<file path="config.mk">
export PLATFORM = sky130hd
export DESIGN_NAME = bsa_word_unit
export DESIGN_NICKNAME = d
export VERILOG_FILES = /design/src/hdl/bsa_pkg.sv /design/src/hdl/bsa_word_unit.sv
export SDC_FILE = /design/constraint.sdc
export NUM_CORES = 1
export LEC_CHECK = 0
export ABC_AREA = 1
export ABC_CLOCK_PERIOD_IN_PS = 8620
export BUFFER_PORTS_ARGS = -buffer_cell sky130_fd_sc_hd__buf_2
export CAP_MARGIN = 20
export CORE_MARGIN = 2
export CORE_UTILIZATION = 41
export DETAILED_ROUTE_END_ITERATION = 12
export PLACE_DENSITY_LB_ADDON = 0.3
export SYNTH_ARGS = -nofsm -noshare
export SYNTH_HDL_FRONTEND = slang
export SYNTH_SLANG_ARGS = --single-unit
</file>
<file path="constraint.sdc">
create_clock -name vclk -period 8.62
set_input_delay 2.586 -clock vclk [all_inputs]
set_output_delay 2.586 -clock vclk [all_outputs]
set_load 0.1 [all_outputs]
</file>
<file path="src/hdl/bsa_pkg.sv">
// Shared types and constants of the bitmap slot allocator.
// No dependencies; used by the word unit, the top level and the checker.
`default_nettype none

package bsa_pkg;

  // Field widths
  localparam int SLOT_W       = 14;
  localparam int SLOT_MAX     = 16383;
  localparam int KIND_W       = 2;
  localparam int STATUS_W     = 2;
  localparam int BLOCK_USED_W = 9;
  localparam int INODE_USED_W = 7;

  // Stream packing
  localparam int IN_TUSER_W  = 3;   // kind, pool
  localparam int IN_TDATA_W  = 16;  // index, pad
  localparam int OUT_TUSER_W = 2;   // status
  localparam int OUT_TDATA_W = 16;  // slot, is_set, pad

  // Configuration port
  localparam int CFG_AW = 1;
  localparam int CFG_DW = 9;
  localparam logic [CFG_AW-1:0] CFG_BLOCK_WORDS_USED = 1'd0;
  localparam logic [CFG_AW-1:0] CFG_INODE_WORDS_USED = 1'd1;
  localparam logic [BLOCK_USED_W-1:0] BLOCK_USED_RST = 9'd256;
  localparam logic [INODE_USED_W-1:0] INODE_USED_RST = 7'd64;

  // Request kinds
  localparam logic [KIND_W-1:0] K_ALLOC = 2'd0;
  localparam logic [KIND_W-1:0] K_FREE  = 2'd1;
  localparam logic [KIND_W-1:0] K_QUERY = 2'd2;

  // Result status codes
  localparam logic [STATUS_W-1:0] ST_OK     = 2'd0;
  localparam logic [STATUS_W-1:0] ST_RANGE  = 2'd1;
  localparam logic [STATUS_W-1:0] ST_FULL   = 2'd2;
  localparam logic [STATUS_W-1:0] ST_NOTSET = 2'd3;

  // Flags from the shared word unit
  typedef struct packed {
    logic full;
    logic bit_val;
  } word_flags_t;

endpackage

`default_nettype wire

</file>
<file path="src/hdl/bsa_word_unit.sv">
// Shared word unit: full test, lowest clear bit, bit test, bit set and clear.
// Depends on bsa_pkg for the flag struct.
`default_nettype none

module bsa_word_unit #(
  parameter int WORD_BITS = 64,
  localparam int BIW = $clog2(WORD_BITS)
) (
  input  wire logic [WORD_BITS-1:0] word_i,
  input  wire logic [BIW-1:0]       sel_i,
  output bsa_pkg::word_flags_t      flags_o,
  output logic      [BIW-1:0]       low_clear_o,
  output logic      [WORD_BITS-1:0] word_set_o,
  output logic      [WORD_BITS-1:0] word_clr_o
);

  logic [WORD_BITS-1:0] sel_mask;

  // Find the lowest clear bit; scan downward so the lowest wins
  always_comb begin
    low_clear_o = '0;
    for (int i = WORD_BITS - 1; i >= 0; i--) begin
      if (!word_i[i]) begin
        low_clear_o = BIW'(i);
      end
    end
  end

  assign sel_mask        = WORD_BITS'(1) << sel_i;
  assign flags_o.full    = &word_i;
  assign flags_o.bit_val = word_i[sel_i];
  assign word_set_o      = word_i | sel_mask;
  assign word_clr_o      = word_i & ~sel_mask;

endmodule

`default_nettype wire

</file>
==> flow_metrics.env, run 1 <==
export IMPL_critPathMaxFanout=3
export IMPL_n_antenna_cell=0
export IMPL_rsz0062_at_grt="yes"
export IMPL_timing_worst_setup_path_type="input pin to output port"
export IMPL_powerDensity_nw_per_um2=118
export IMPL_postRouteAntennaNets=0
export IMPL_syn_area_um2=2510
export IMPL_yosysSeqAreaShare=0
export IMPL_worstMarginPinSlew_ns=0.774
export IMPL_die_w_um=82.3
export IMPL_finalMaxSlewViolations=0
export IMPL_cpMaxStageDelayCell="buf_12"
export IMPL_synth_fp_nets=656
export IMPL_num_clock_buffers=0
export IMPL_dieArea_um2=6770
export IMPL_layout_nets=845
export IMPL_finalSetupViolCount=0
export IMPL_io_pins=206
export IMPL_hold_buffers=0
export IMPL_antenna_found_initial=0
export IMPL_finalWorstSetupSlack_ns=0.00235
export IMPL_final_util=0.614
export IMPL_cp_common_cell="nand2_1"
export IMPL_die_y_um=82.3
export IMPL_routabilityCongestion=0.974
export IMPL_end_kind="output port"
export IMPL_p_leak_nw=2.25
export IMPL_period_needed_ns=8.62
export IMPL_min_to="low_clear_o[0]"
export IMPL_slew_limit_headroom=0.480
export IMPL_min_path_type="input pin to output port"
export IMPL_cp_buffers_inverters=3
export IMPL_vias=4647
export IMPL_dpl_worst_slack_ns=0.0668
export IMPL_post_route_period_util=1.00
export IMPL_port_buffers=206
export IMPL_drtIter0Drc=485
export IMPL_outcome="finished clean"
export IMPL_track_usage=0.361
export IMPL_core_area_um2=5920
export IMPL_place_hpwl_um=10200
export IMPL_worstPathRequired_ns=6.03
export IMPL_p_total_mw=0.430
export IMPL_seq_area_um2=0
export IMPL_nFlopsAndLatches=0
export IMPL_critPathTopFamily="simple AND/OR/NAND/NOR gates"
export IMPL_drc=0
export IMPL_drt_total_wl_um=12800
export IMPL_std_cell_rows=28
export IMPL_grt_remaining_overflow=0
export IMPL_synth_area_per_cell_um2=4.29
export IMPL_holdPathStages=3
export IMPL_synth_cell_type_count=22
export IMPL_initial_core_util=0.424
export IMPL_grt_pass1_wl_um=19100
export IMPL_fmax_ghz=0.116
export IMPL_firstDrtPassIters=6
export IMPL_arrival_ns=6.03
export IMPL_yosys_warnings=0
export IMPL_slowest_delay_ns=0.18
export IMPL_min_delay_start="word_i[1]"
export IMPL_hold_violations=0
export IMPL_viasPerCell=5.48
export IMPL_drive_above_1_share=0.282
export IMPL_grt_pass1_vias=3927
export IMPL_grt_max_degree=54
export IMPL_drv_cap=0
export IMPL_netlist_instances=586
export IMPL_ir_drop_v=0.0000920
export IMPL_cp_start_kind="input pin"
export IMPL_syn_to_final_growth_pct=44.7
export IMPL_wl_per_cell_um=15.1
==> repair_timing <==
action                     CTS  global route
resized for setup            0             7
setup buffers                0             2
setup endpoints to repair    0             1
==> area by class of cell <==
cell class	instances	area, um2
multi-input combinational	459	2050
inverter	101	382
timing repair buffer	213	1110
fill	641	2290
tap	75	93.8
==> how the worst max path moves through the flow <==
| stage | startpoint | slack, ns | cells after the start | end |
|---|---|---|---|---|
| finish | word_i[63] | 0.002 | 65 | low_clear_o[0] |
| global route | word_i[63] | -0.66 | 65 | low_clear_o[0] |
| CTS | word_i[63] | 0.05 | 65 | low_clear_o[0] |
| detailed placement | word_i[63] | 0.07 | 65 | low_clear_o[0] |
| global placement | word_i[63] | 0.10 | 65 | low_clear_o[0] |
| floorplan | sel_i[0] | 0.25 | 6 | word_set_o[41] |
==> stage by stage <==
stage,std cells,hold WS [ns],area (um2),setup TNS (ns)
after detailed placement,846,5.53,3600,0
final,848,5.52,3630,0
after global placement,846,5.52,3600,0
after floorplan,586,5.34,2520,0
after CTS,846,5.53,3600,0
after global routing,848,5.53,3630,-0.660
==> layer usage <==
layer  wire (um)  global-route usage  up-vias
met5           0                   0        -
met4         255              0.0800        0
met3        1440              0.0446       29
met2        6170               0.629      337
met1        4960               0.472     2040
li1            -                   -     2241
==> cells in the final DEF, fill, tap and decap left out, types with 7 or more instances in the layout <==
cell type	synthesis	routed
buf_2	0	203
nand2_1	193	191
nor2_1	117	117
inv_1	97	97
o21ai_0	38	38
nand3_1	26	26
nand4_1	25	25
a21oi_1	15	15
o22ai_1	15	15
buf_4	0	7
==> cell usage after synthesis (all sizes together) <==
| master | instances | area share |
|---|---|---|
| clkinv | 2 | 0.0030 |
| clkbuf | 22 | 0.033 |
| nand2 | 193 | 0.29 |
| a21oi | 16 | 0.033 |
| nand4 | 25 | 0.062 |
| o21ai | 38 | 0.076 |
| a221oi | 6 | 0.021 |
| o211ai | 4 | 0.012 |
| nor2 | 117 | 0.17 |
| nand3 | 26 | 0.052 |
| o311ai | 3 | 0.010 |
| o22ai | 15 | 0.037 |
| o31ai | 1 | 0.0030 |
| nor4 | 2 | 0.0050 |
| inv | 99 | 0.15 |
| a31oi | 1 | 0.0025 |
| o2111ai | 5 | 0.017 |
| buf | 4 | 0.0060 |
| a21boi | 1 | 0.0030 |
| nor3 | 6 | 0.012 |
==> kinds of logic (layout without fill, tap and decap cells) <==
family | after synthesis | count (layout) | share of synthesized area
AOI/OAI and AO/OA | 90 | 90 | 0.216
buffers and inverters | 127 | 314 | 0.190
and+or+nand+nor | 369 | 369 | 0.594
==> where the power goes <==
group,internal [mW],switching (mW),leakage (nW)
Clock,0,0,0
Combinational,0.0669,0.363,2.25
Sequential,0,0,0
Total,0.0669,0.363,2.25
No activity file was read; power rests on OpenSTA's default activity.
==> run 2, diff against run 1 <==
--- a/config.mk
+++ b/config.mk
@@ -12,6 +12,7 @@
 export CORE_MARGIN = 2
 export CORE_UTILIZATION = 41
 export DETAILED_ROUTE_END_ITERATION = 12
+export MAX_ROUTING_LAYER = met4
 export PLACE_DENSITY_LB_ADDON = 0.3
 export SYNTH_ARGS = -nofsm -noshare
 export SYNTH_HDL_FRONTEND = slang
==> flow_metrics.env, run 2 (synthesis gave the netlist of run 1 again) <==
export IMPL_vias=4667
export IMPL_cpMaxStageDelayCell="buf_12"
export IMPL_die_w_um=82.3
export IMPL_grt_pass1_wl_um=19100
export IMPL_syn_to_final_growth_pct=44.4
export IMPL_drive_above_1_share=0.282
export IMPL_drv_cap=0
export IMPL_powerDensity_nw_per_um2=119
export IMPL_layout_common_cells="204 x buf_2, 190 x nand2_1, 117 x nor2_1, 97 x inv_1, 38 x o21ai_0"
export IMPL_routabilityCongestion=0.957
export IMPL_place_hpwl_um=10500
export IMPL_n_antenna_cell=0
export IMPL_period_needed_ns=8.71
export IMPL_rsz0062_at_grt="yes"
export IMPL_grt_remaining_overflow=0
export IMPL_initial_core_util=0.424
export IMPL_drtIter0Drc=446
export IMPL_drc=0
export IMPL_seq_area_um2=0
export IMPL_dieArea_um2=6770
export IMPL_final_util=0.612
export IMPL_viasPerCell=5.51
export IMPL_place_area_um2=3600
export IMPL_cp_common_cell="nand2_1"
export IMPL_finalWorstSetupSlack_ns=-0.0948
export IMPL_arrival_ns=6.13
export IMPL_dpl_worst_slack_ns=0.0349
export IMPL_port_buffers=206
export IMPL_num_clock_buffers=0
export IMPL_worstPathRequired_ns=6.03
export IMPL_post_route_period_util=1.01
export IMPL_drt_total_wl_um=13000
export IMPL_p_leak_nw=2.25
export IMPL_grt_pass1_vias=3794
export IMPL_critPathMaxFanout=3
export IMPL_cp_start_kind="input pin"
export IMPL_grt_max_degree=54
export IMPL_postRouteAntennaNets=0
export IMPL_end_kind="output port"
export IMPL_timing_worst_setup_path_type="input pin to output port"
export IMPL_postLayoutCellArea_um2=3630
export IMPL_nFlopsAndLatches=0
export IMPL_violations="setup timing"
export IMPL_core_area_um2=5920
export IMPL_fmax_ghz=0.115
export IMPL_layout_commonest_cell="buf_2"
export IMPL_finalMaxSlewViolations=0
export IMPL_track_usage=0.374
export IMPL_layout_nets=844
export IMPL_ir_drop_v=0.000106
export IMPL_firstDrtPassIters=5
export IMPL_outcome="finished, violations left"
export IMPL_slowest_delay_ns=0.18
export IMPL_slew_limit_headroom=0.390
export IMPL_io_pins=206
export IMPL_finalSetupViolCount=1
export IMPL_wl_per_cell_um=15.4
export IMPL_std_cell_rows=28
export IMPL_antenna_found_initial=0
export IMPL_hold_violations=0
export IMPL_worstMarginPinSlew_ns=0.907
export IMPL_min_path_type="input pin to output port"
export IMPL_hold_buffers=0
export IMPL_die_y_um=82.3
export IMPL_holdPathStages=3
-- run 2: cell types whose count changed in the layout (fill, tap and decap cells not counted) --
cell,before,now
buf_2,203,204
buf_4,7,6
clkbuf_4,1,0
nand2_1,191,190
nand2_2,2,3
-- run 2: critical path: cells and delay by family --
kind,cells,cell delay (ns)
buf+inv,3,0.33
simple gates,61,3.05
compound gates,1,0.16
-- run 2: per-stage QoR --
stage | power, mW | hold slack, ns | cells | setup TNS, ns
floorplan | 0.340 | 5.34 | 586 | 0
global placement | 0.424 | 5.52 | 846 | 0
detailed placement | 0.424 | 5.53 | 846 | 0
CTS | 0.425 | 5.53 | 846 | 0
global route | 0.447 | 5.54 | 847 | -0.662
finish | 0.430 | 5.52 | 847 | -0.0948
-- run 2: per-layer routing --
metal  global-route usage  wire length [um]  up-vias  share of wire
li1                     -                 -     2245              -
met1                0.484              5150     2103           0.40
met3               0.0380              1320       21           0.10
met4               0.0567               196        0          0.015
met5                    -                 0        -              0
met2                0.641              6360      298           0.49
-- run 2: what timing repair did --
item / 4_1_cts / 5_1_grt
gates resized for setup: 0 / 7
setup buffers: 0 / 1
setup endpoints to repair: 0 / 2
-- run 2: cell type report --
cell class	count	area [um2]
well taps	75	93.8
repair buffers	212	1100
fillers	655	2290
multi-input cells	459	2050
inverters	101	382
-- run 2: final timing paths --
path | start | to | slack [ns]
max | word_i[63] | low_clear_o[0] | -0.09
min | word_i[1] | low_clear_o[0] | 5.52
-- run 2: where the power goes --
part / internal [mW] / switching (mW)
combinational: 0.0665 / 0.363
sequential: 0 / 0
clock: 0 / 0
total: 0.0665 / 0.363
